**src/sv/adsr_front.sv**
```systemverilog
// Front stage: takes a request, forms lifetimes and the held/released class.
// Depends on nothing but its parameters.
`timescale 1ns / 1ps
`default_nettype none
module adsr_front #(
    parameter int TW = 32
) (
    input  wire logic          i_clk,
    input  wire logic          i_rst_n,
    input  wire logic          i_valid,
    output logic               o_ready,
    input  wire logic [TW-1:0] i_now_time,
    input  wire logic [TW-1:0] i_on_time,
    input  wire logic [TW-1:0] i_off_time,
    output logic               o_valid,
    input  wire logic          i_ready,
    output logic               o_held,
    output logic [TW-1:0]      o_life,
    output logic [TW-1:0]      o_rel_age
);

    logic          r_v;
    logic          r_held;
    logic [TW-1:0] r_life;
    logic [TW-1:0] r_rel_age;
    logic          held;

    assign held    = (i_on_time > i_off_time);
    assign o_ready = !r_v || i_ready;

    always_ff @(posedge i_clk) begin
        if (!i_rst_n) begin
            r_v <= 1'b0;
        end else if (o_ready) begin
            r_v <= i_valid;
        end
    end

    always_ff @(posedge i_clk) begin
        if (o_ready && i_valid) begin
            r_held    <= held;
            r_life    <= held ? (i_now_time - i_on_time) : (i_off_time - i_on_time);
            r_rel_age <= i_now_time - i_off_time;
        end
    end

    assign o_valid   = r_v;
    assign o_held    = r_held;
    assign o_life    = r_life;
    assign o_rel_age = r_rel_age;

endmodule
`default_nettype wire

```
**config.mk**
```make
export PLATFORM = sky130hd
export DESIGN_NAME = adsr_front
export DESIGN_NICKNAME = d
export VERILOG_FILES = /design/src/sv/adsr_front.sv
export SDC_FILE = /design/constraint.sdc
export NUM_CORES = 1
export LEC_CHECK = 0
export ABC_AREA = 1
export BUFFER_PORTS_ARGS = -buffer_cell sky130_fd_sc_hd__buf_2
export CORE_AREA = 2 2 128 142
export CTS_BUF_LIST = sky130_fd_sc_hd__clkbuf_8
export DETAILED_ROUTE_END_ITERATION = 12
export DIE_AREA = 0 0 130 144
export PLACE_DENSITY = 0.83
export SKIP_LAST_GASP = 1
export SLEW_MARGIN = 25
export SYNTH_ARGS = -nofsm -noshare
export SYNTH_HDL_FRONTEND = slang
export SYNTH_SLANG_ARGS = --single-unit
```
**constraint.sdc**
```tcl
create_clock -name i_clk -period 10.5 [get_ports i_clk]
set_clock_uncertainty 0.2 [all_clocks]
set_input_delay 0 -clock i_clk [delete_from_list [all_inputs] [get_ports i_clk]]
set_output_delay 0 -clock i_clk [all_outputs]
set_load 0.02 [all_outputs]
```
Word level (Yosys, flattened, before mapping)
Index checks and enable logic that the tools add are counted.

operators by class
  add/sub/neg operators = 3
  $mul = 0
  div/mod/pow operators = 0
  order comparisons = 1
  equality and inequality tests = 0
  shifts and indexed selects = 0
  multiplexer cells = 1
  bitwise logic cells = 0
  reduce and logical (&&, ||, !) cells = 3

operators by type and width
  kind                 number
  subtractor 32 bit    3
  > comparator 32 bit  1
  two-way mux 32 bit   1
  logical AND 1 bit    1
  zero test 1 bit      1
  logical OR 1 bit     1

word-level totals
  flip-flop bits (word level) = 66
  latch bits = 0
  RAM bits = 0
  ROM bits = 0
  output and inout bits = 67
  memories kept = 0

Logic depth before layout (Yosys ltp)
  depth after elaboration = 3
  depth in mapped cells = 16
  depth with buffers taken out = 16

Least setup slack after synthesis
Ideal clock, no wire load.

  path kind = register to register
  start = register r_v (netlist: o_valid)
  end = register r_held (netlist: o_held), enable pin
  setup time = 510 ps
  arrival = 3586 ps
  data required time = 9790 ps
  slack = 6205 ps
  stages on the path, launching flop included = 2
  path buffers = 0
  clock period less this slack = 4295 ps
  cell sequence = dfxtp_1 a21oi_1

on the way
  longest elaborated chain between the ends = 3

ends and longest elaborated chain
  what                    RTL line  RTL
  from (decl)             22        logic r_v;
  from (signal assigned)  35        r_v <= i_valid;
  zero test 1 bit         29        assign o_ready = !r_v || i_ready;
  logical OR 1 bit        29
  logical AND 1 bit       40        if (o_ready && i_valid) begin
  to (signal assigned)    41        r_held <= held;
  to (decl)               23        logic r_held;

Every way passes these cells.
A chain may end at the register's enable or synchronous reset.

Worst setup path in the final report
  start = input port i_on_time[0]
  end = register r_life[8] (netlist: o_life[8]) (data pin)

on the way
  longest elaborated chain between the ends = 2
  elaborated cells between the ends (all ways) = 4
  classes of those cells = 2 x add/sub; 1 x order compare; 1 x mux

ends and longest elaborated chain
  what                                                             RTL line  RTL
  from (decl)                                                      13        input wire logic [TW-1:0] i_on_time,
  subtractor 32 bit / > comparator 32 bit (equally long branches)  42, 28
  two-way mux 32 bit (*)                                           42        r_life <= held ? (i_now_time - i_on_time) : (i_off_time - i_on_time);
  to (signal assigned)                                             42
  to (decl)                                                        24        logic [TW-1:0] r_life;

Every way passes the cells marked *; elsewhere a longest branch is shown, timed or not.

==> out/metrics.csv <==
stage,metric,value,unit
clock_tree,cts_sinks,66,
detailed_routing,viasPerCell,5.11,
clock_tree,cts_buffer_depth,2,
grt,grt_pass1_vias,9590,
finish,final_common_cell,nand2_1,
sta,maxSlewViolCount,0,
clock_tree,htree_levels,3,
place,place_ws,7.96,ns
sta,worst_slew_pin_slew,0.874,ns
die,die-width,130,µm
pwr,ir_drop,0.0706,mV
grt,grt_overflow,0,
clock_tree,clockRootBuffer,clkbuf_8,
sta,max_freq,0.365,GHz
detailed_routing,wire_per_inst,15.2,µm
synth,synth_cell_type_count,39,
critical_path,critPathMaxFanout,48,
synth,avgSynthCellArea,5.94,µm²
critical_path,end_kind,register,
synth,yosysSeqAreaShare,0.210,
place,place_congestion,1.03,
clock_tree,postCtsSetupBuffers,0,
clock_tree,cts_buffers,9,
sta,max-slew-margin-rel,0.417,
status,status,"finished, final reports clean",
sta,report.final.setup_viol,0,
place,place_area,10500,µm²
pwr,design_power_total,1.17,mW
detailed_routing,drtAntennaViolNets,0,
critical_path,crit_slowest_cell,dlygate4sd3_1,
grt,antenna_found_initial,2,
finish,layout-drive-gt1-share,0.121,
finish,finalNonFillerCells,2011,
sta,hold_violations,0,
finish,mostFrequentLayoutCells,"nand2_1, inv_1, buf_2, nor2_1, ha_1",
detailed_routing,first_pass_iters,7,
die,die-height,144,µm
grt,grt_max_degree,66,
worst_hold_path,hold_path.class,input port to register,
die,std_cell_rows,51,
sta,post-route-period-util,0.261,
critical_path,critPathKind,input port to register,
clock_tree,clkTransAtPathRegs,0.07,ns
finish,final_area,10800,µm²
critical_path,crit_path_start_kind,input port,
die,start_util,0.538,
sta,fin_tns_setup,0,ns
die,core,17400,µm²
clock_tree,insertion_delay,0.37,ns
critical_path,path_delay_family,simple AND/OR/NAND/NOR gates,
pwr,p_per_area,108,nW/µm²
detailed_routing,vias,10270,
pwr,leakage,6.50,nW
sta,rsz0062_at_grt,false,
synth,ys.warnings.count,0,
place,hpwlAfterDp,26.0,mm
critical_path,crit_chain,dlygate4sd3_1 -> buf_2 -> ha_1 -> fa_1 -> inv_1 -> nand3_1 -> nand3_1 -> nand2_1 -> nand2_2 -> nand2_2 -> nand2_4 -> nand2_4 -> nand3_4 -> o21ai_0,
die,pin_count,167,
synth,synth-seq-cells,66,
finish,area_growth,15.6,%
critical_path,critPathBufInv,3,
finish,nNetsFinal,1965,
sta,layout_setup_ws,7.76,ns
critical_path,cp.required,10.39,ns
synth,syn_inst,1580,
critical_path,critPathMaxStageDelay,0.54,ns
detailed_routing,drc,0,
sta,post-route-min-period,2.74,ns
place,placedCellCount,1978,
place,numPortBuffers,166,
synth,synth_nets,1777,
critical_path,cp.arrival,2.63,ns
synth,syn-cell-area,9380,µm²
detailed_routing,drt_iter0_drc,753,
grt,grt_pass1_wl,47.0,mm
die,dieArea,18700,µm²
flow_run,drv_cap,0,
grt,grtUsageTotal,0.329,
clock_tree,cts_tree,done,
detailed_routing,wl,30.6,mm
path summary, 6_finish.rpt:
path                       start            end  slack (ns)  cells past startpoint
setup / recovery    i_on_time[0]      o_life[8]        7.76                     14
hold / removal    i_now_time[23]  o_rel_age[23]        0.01                      4
setup reg to reg         o_valid     o_life[13]        8.71                      2
hold reg to reg          o_valid        o_valid        0.94                      3
metrics by stage:
step,util,hold slack [ns]
2_1_floorplan,-,-0.0462
3_3_place_gp,0.600,0.0563
3_5_place_dp,0.600,0.0631
4_1_cts,0.622,0.000161
5_1_grt,0.622,0.0390
6_report,0.622,0.0122
cell usage after synthesis:
library cell  instances  share of area
buf_8                 2         0.0032
o21a_1                4         0.0032
nand2_4               2         0.0024
a21oi_2               1        0.00093
o21ai_0              36          0.019
buf_6                 2         0.0024
a21oi_4               1         0.0017
nor2_2                5         0.0033
nor3_1               13         0.0069
o21bai_2              1         0.0012
and3_1                2         0.0013
buf_2                 3         0.0016
a21o_1                6         0.0048
nand4_2               1         0.0013
xor2_1               34          0.032
inv_1               333           0.13
dfxtp_1               1         0.0021
a21oi_1              83          0.044
a21boi_0              3         0.0024
nor4_1                1        0.00067
nand2_1             624           0.25
nor2_1              121          0.048
o21bai_4              1         0.0020
ha_1                 94           0.13
o21ai_1               1        0.00053
nor2_4                3         0.0036
nand3b_1              5         0.0040
edfxtp_1             65           0.21
and2_1                1        0.00067
nand3_1              73          0.039
nand2_2               7         0.0047
o21ai_2               4         0.0037
or2_2                 2         0.0013
fa_1                  3         0.0064
inv_2                 4         0.0016
o21bai_1              7         0.0056
xnor2_1              19          0.018
nand4_1              11         0.0073
nand3_4               1         0.0019
timing repair:
| item | 4_1_cts | 5_1_grt |
|---|---|---|
| gates resized for setup | 0 | 0 |
| hold buffers | 17 | 0 |
| hold endpoints to repair | 13 | 0 |
cell type report:
type	instances	area (µm²)
diodes	1	2.50
inverters	337	1260
flip-flops and latches	66	1970
repair buffers	184	1010
clock buffers	9	124
fillers	1783	6580
multi-input cells	1170	6080
well taps	238	298
clock inverters	6	82.6
sequential cells by signal (all words and copies together) (netlist names):
name	count
o_life	32
o_valid	1
o_rel_age	32
o_held	1
report_power, final:
part | internal, mW | total (mW) | switching, mW
registers | 0.342 | 0.352 | 0.0108
logic | 0.192 | 0.573 | 0.381
clock network | 0.131 | 0.239 | 0.108
kinds of logic (layout without fill, tap and decap cells):
family,count (synthesis),after routing,share of synthesized area
adders and majority gates,97,97,0.132
other,0,1,0
AOI/OAI and AO/OA,148,148,0.0897
and+or+nand+nor,872,872,0.377
DFF,66,66,0.210
buffers and inverters,344,536,0.142
xor gates and xnor gates,53,53,0.0495
tightest hold or removal path: stages:
cell and delay (ns):
buf_2 0.11, ha_1 0.22, nand2_1 0.07, nand2_1 0.07
layer usage:
| layer | vias up | track usage | share of wire |
|---|---|---|---|
| met4 | 2 | 0.148 | 0.042 |
| met3 | 76 | 0.0374 | 0.073 |
| met1 | 4544 | 0.411 | 0.41 |
| met2 | 393 | 0.567 | 0.48 |
| met5 | - | 0 | 0.00036 |
| li1 | 5255 | - | - |
Power figures use the tool's default switching activity.
