===== src/sv/adsr_queue.sv =====
// Small register FIFO between the front and back parts.
// Depends on nothing but its parameters.
`timescale 1ns / 1ps
`default_nettype none
module adsr_queue #(
    parameter int W     = 65,
    parameter int DEPTH = 4
) (
    input  wire logic         i_clk,
    input  wire logic         i_rst_n,
    input  wire logic         i_valid,
    output logic              o_ready,
    input  wire logic [W-1:0] i_data,
    output logic              o_valid,
    input  wire logic         i_ready,
    output logic [W-1:0]      o_data
);

    localparam int AW = (DEPTH > 1) ? $clog2(DEPTH) : 1;
    localparam int CW = $clog2(DEPTH + 1);

    logic [W-1:0]  r_mem [DEPTH];
    logic [AW-1:0] r_wptr;
    logic [AW-1:0] r_rptr;
    logic [CW-1:0] r_count;
    logic          push;
    logic          pop;

    assign o_ready = (r_count != CW'(DEPTH));
    assign o_valid = (r_count != '0);
    assign push    = i_valid && o_ready;
    assign pop     = o_valid && i_ready;
    assign o_data  = r_mem[r_rptr];

    always_ff @(posedge i_clk) begin
        if (!i_rst_n) begin
            r_wptr  <= '0;
            r_rptr  <= '0;
            r_count <= '0;
        end else begin
            if (push) begin
                r_wptr <= (r_wptr == AW'(DEPTH - 1)) ? '0 : r_wptr + 1'b1;
            end
            if (pop) begin
                r_rptr <= (r_rptr == AW'(DEPTH - 1)) ? '0 : r_rptr + 1'b1;
            end
            if (push && !pop) begin
                r_count <= r_count + 1'b1;
            end else if (pop && !push) begin
                r_count <= r_count - 1'b1;
            end
        end
    end

    always_ff @(posedge i_clk) begin
        if (push) begin
            r_mem[r_wptr] <= i_data;
        end
    end

endmodule
`default_nettype wire


===== config.mk =====
export PLATFORM = sky130hd
export DESIGN_NAME = adsr_queue
export DESIGN_NICKNAME = d
export VERILOG_FILES = /design/src/sv/adsr_queue.sv
export SDC_FILE = /design/constraint.sdc
export NUM_CORES = 1
export LEC_CHECK = 0
export BUFFER_PORTS_ARGS = -buffer_cell sky130_fd_sc_hd__buf_2
export CORE_MARGIN = 2
export CORE_UTILIZATION = 53
export CTS_BUF_LIST = sky130_fd_sc_hd__clkbuf_4
export DETAILED_ROUTE_END_ITERATION = 7
export PLACE_DENSITY = 0.72
export RECOVER_POWER = 25
export SLEW_MARGIN = 20
export SYNTH_ARGS = -nofsm -noshare
export SYNTH_HDL_FRONTEND = slang
export SYNTH_SLANG_ARGS = --single-unit

===== constraint.sdc =====
create_clock -name i_clk -period 4.1 [get_ports i_clk]
set_input_delay 0.82 -clock i_clk [delete_from_list [all_inputs] [get_ports i_clk]]
set_output_delay 0.82 -clock i_clk [all_outputs]
set_load 0.02 [all_outputs]

Word-level counts from Yosys, hierarchy flattened
Memories as Yosys holds them, arrays and structs flattened. A register that Yosys moved wholly into a read port is not among the register bits.
Index checks and enable logic that the tools add are counted.
{"block": "classes", "add_sub_neg": 4, "mul": 0, "n_div": 0, "magnitude_cmp": 0, "eq_ne": 3, "shifts": 0, "n_mux": 8, "bitwise": 0, "n_reduce_logical": 8}
{"operator": "2-bit two-way mux", "n": 4}
{"operator": "3-bit two-way mux", "n": 2}
{"operator": "2-bit by 1-bit adder with 2-bit output (second input constant)", "n": 2}
{"operator": "2-bit equality test (second input constant)", "n": 2}
{"operator": "1-bit logical AND", "n": 4}
{"operator": "3-bit by 1-bit adder with 3-bit output (second input constant)", "n": 1}
{"operator": "3-bit != test (second input constant)", "n": 1}
{"operator": "3-bit nonzero test", "n": 1}
{"operator": "3-bit by 1-bit subtractor with 3-bit output (second input constant)", "n": 1}
{"operator": "1-bit zero test", "n": 2}
{"operator": "1-bit two-way mux", "n": 2}
{"operator": "2-bit nonzero test", "n": 1}
{"block": "totals", "reg_bits": 7, "latch_bits": 0, "mem_bits_rw": 260, "mem_bits_ro": 0, "output_inout_bits": 67, "elab_cells": 27, "mem_count": 1}
{"memory": "r_mem", "words": 4, "width": 65, "rd": 1, "rd_clocked_by_memory_dff": 1, "write_ports": 1, "line": "22", "rtl": "logic [W-1:0] r_mem [DEPTH];"}

Depth between registers and ports, before layout
{"block": "logic_depth", "ltp_word": 6, "depth_mapped": 9, "depth_no_buf": 8}

Worst setup path before layout
Ideal clock, no wire load.
{"block": "synth_timing", "kind": "input -> register", "start": "in i_ready", "end": "reg r_count[2]", "setup_ns": 0.076, "arrival_time_ns": 2.303, "required_ns": 4.024, "slack_ns": 1.721, "path_stages": 7, "path_cell_list": "o31ai_1 > ha_1 > inv_1 > fa_1 > xor2_1 > or3_2 > a21boi_0"}
{"block": "synth_between", "elab_chain_cells": 4, "elab_cells_between_ends": 6, "cone_classes": "1 x mux; 5 x reduce/logical"}
{"element": "from (decl)", "line": "15", "rtl": "input wire logic i_ready,"}
{"element": "1-bit logical AND (*)", "line": "32", "rtl": "assign pop = o_valid && i_ready;"}
{"element": "1-bit zero test", "line": "47", "rtl": "if (push && !pop) begin"}
{"element": "1-bit logical AND", "line": "47"}
{"element": "3-bit two-way mux or 2-bit nonzero test (tied branches)"}
{"element": "to (signal assigned)", "line": "48", "rtl": "r_count <= r_count + 1'b1;"}
{"element": "to (signal assigned)", "line": "50", "rtl": "r_count <= r_count - 1'b1;"}
{"element": "to (decl)", "line": "25", "rtl": "logic [CW-1:0] r_count;"}
Mark *: on every way between the ends. The rest lies on a longest branch, timed or not.
A chain may end at the register's enable or synchronous reset.

==> run metrics <==
result of the run=finished clean; largest incremental delay on the critical path=~0.60 ns; portion of total power attributed to sequential cells=between 40% and 50%; startpoint type of the worst setup path=flop; sinks on the clock net=269; total standard cell area after synthesis=9840 sq um; synthesis-to-finish area growth=17.1%; transition at the pin with the smallest max-transition slack=1.03 ns; critical path cell sequence=buf_12, mux4_2, buf_2; number of flops mapped to enable cells by yosys=260; VDD IR-drop max=0.400 mV; Yosys reg bits=~270; dominant cell type by area after synthesis=sky130_fd_sc_hd__edfxtp_1; Area contributors post-synth=sky130_fd_sc_hd__edfxtp_1, sky130_fd_sc_hd__mux4_2, sky130_fd_sc_hd__dfxtp_1; fraction of power spent switching nets=28.2%; Synth async-reset ratio=0%; mux share of post-synthesis cell area=15.1%; proportion of synthesized chip area in sequential cells=81.1%; synthesized-area fraction occupied by ao, oa, aoi and oai cells=0.356%; gpl congestion=0.699; worst reg2reg path depth=7; total setup buffers inserted after CTS=0; overall die height=140 um; combinational share of power=between 20% and 30%; top fanout value on the critical path=47; distinct cell type count after synthesis=27; cell row count=49; arithmetic-cell share of the synthesized area counting full adders, half adders and majority gates=0.966%; setup repair after global routing missed its margin=no; post-synthesis share of cell area spent on xor and xnor gates=0.178%; count of hold-fix buffers inserted at cts=0; clock slew at the register clock pins of the worst setup and hold paths=~0.050 ns; Post-Synthesis Mean Instance Area=25.2 sq um; core box area=18,100 sq um; Post-Route Skew=0.0136 ns; count of antenna-violating nets left after detailed routing=0; total clock buffers created by CTS=a little under 70; largest net degree at the start of global routing=between 60 and 70; count of TritonRoute iterations in the first routing pass=6; critical path data arrival time=2.45 ns; die width=140 um; number of cells produced by synthesis=390; final layout net count=between 600 and 700; internal power component=5210 uW; via count=4,725; dominant combinational cell family by area after synthesis=multiplexers; min-delay worst type=input pin to flop; GRT overflow=0; number of buffers between clock root and the deepest sink=3; I/O pin cnt=136; top cell types by occurrence after synthesis=sky130_fd_sc_hd__edfxtp_1, sky130_fd_sc_hd__mux4_2, sky130_fd_sc_hd__dfxtp_1; share of layout cells above drive strength 1=43.3%; Port Buffers=135; fin crit period=3.27 ns; share of the cycle needed by the critical path after routing=about four fifths; die outline area=19,700 sq um; pwr/cell area=629 nW/um^2; slowest stage cell, crit path=sky130_fd_sc_hd__mux4_2; Synthesized Nets=between 400 and 500; first-pass GRT wire length=around 27 mm; YS warnings=0; clock tree root buffer cell=sky130_fd_sc_hd__clkbuf_4; category of the worst setup path capture point=output pin; final setup fails=0; DRC violation count after routing=0; TritonCTS clock tree=yes; vias per inst=5.54; synthesized-area fraction occupied by and/or/nand/nor cells=1.19%; later-pin clock latency in the skew report=0.64 ns; reported leakage power=0.00385 uW; average detailed-routed wire length per instance=between 20 and 25 um; clock share of power=29.5%; Slew HR=31.5%; top-area cell type share of the netlist area=79.3%; TNS Setup=0 ns; maximum achievable frequency=306 MHz; leading register cell type out of synthesis=sky130_fd_sc_hd__edfxtp_1; count of instances resized after the clock tree is built=0; fin. max-slew vios=0; switching pwr=2040 uW; required time at the worst-slack endpoint=about 3.3 ns; H-tree depth reported by CTS=3; via count of the first global-routing pass=around 5,200; Max-cap violations=0; Worst Hold Depth=1; final wirelength=17.2 mm; Worst Hold Slack=approximately 0.40 ns; top-count cell post-synth=sky130_fd_sc_hd__edfxtp_1; final hold violation count=0; initial standard-cell utilization of the core=54.4%; GRT Overall Usage=18.3%; CP Class=flop to output pin; half-perimeter wire length after placement=9.54 mm; initial antenna violation count=2; DRC violation total after the first TritonRoute iteration=309
-- critical path, delay by kind of cell (launching register included) --
kind	cells	cell delay, ns
muxes	1	0.60
buffers and inverters	2	0.58
DFF	1	0.59
-- through the flow --
| stage | utilization (%) | power, uW | area (sq um) | std cells | setup WS [ns] |
|---|---|---|---|---|---|
| 4_1_cts | 64.0 | 7380 | 11600 | 850 | 0.701 |
| 3_3_place_gp | 59.5 | 5170 | 10800 | 739 | 1.43 |
| 6_report | 63.7 | 7250 | 11500 | 853 | 0.832 |
| 3_5_place_dp | 59.5 | 5220 | 10800 | 739 | 1.42 |
| 2_1_floorplan | - | 4680 | 9840 | 390 | 1.72 |
| 5_1_grt | 63.7 | 7610 | 11500 | 852 | 0.631 |
-- worst paths after layout --
| kind | to | slack [ns] | from |
|---|---|---|---|
| setup / recovery | o_data[38] | 0.83 | flop |
| hold / removal | r_mem[3][22] | 0.40 | i_data[22] |
| setup reg to reg | r_count[2] | 1.62 | r_count[1] |
| hold reg to reg | r_wptr[1] | 0.51 | r_wptr[1] |
-- placed cells by master (no fill, tap or decap), drive strengths merged --
cell type  count
a21boi         1
and2           2
and3           4
buf           90
bufinv         1
clkbuf       147
clkinv         6
dfxtp          9
diode          3
edfxtp       260
fa             1
ha             6
inv            6
mux2i          2
mux4          65
nand2          5
nand3          2
nand4          1
nor2           2
nor2b          1
o21ai          4
o31ai          1
or3            2
or3b           1
xnor2          1
xor2           1
-- logic make-up after synthesis --
kind of cell | Yosys count
flip-flops | 269
multiplexers | 67
AND/OR/NAND/NOR | 20
buffers and inverters | 19
adder cells (fa/ha/maj) | 7
AO/OA/AOI/OAI | 6
XOR/XNOR | 2
-- area by class of cell --
cell class	count	area, sq um
clock buffers	101	758
multi-input cells	102	1760
clock inverters	10	63.8
fillers	1266	6560
flip-flops and latches	269	8000
diodes	3	7.51
repair buffers	136	638
inverters	3	11.3
well taps	229	287
-- registers in the layout, summed over array words and instances, names as in the netlist, named ones only --
name and flops:
r_rptr 2, r_count 3, r_mem 260, r_wptr 2
-- per-layer routing --
metal | up-vias | GRT usage, % | routed length (um)
li1 | 2088 | - | -
met1 | 2383 | 22.3 | 6750
met2 | 210 | 29.7 | 8540
met3 | 44 | 6.15 | 1380
met4 | 0 | 8.98 | 519
met5 | - | 0 | 0
-- power by group through the flow --
stage / clock network [uW] / registers [uW] / logic (uW)
6_report: 2140 / 3500 / 1610
5_1_grt: 2350 / 3540 / 1720
4_1_cts: 2210 / 3510 / 1650
3_5_place_dp: 0 / 3570 / 1650
3_3_place_gp: 0 / 3550 / 1630
2_1_floorplan: 0 / 3450 / 1230
Note: power is estimated with default switching activity, not from simulation.
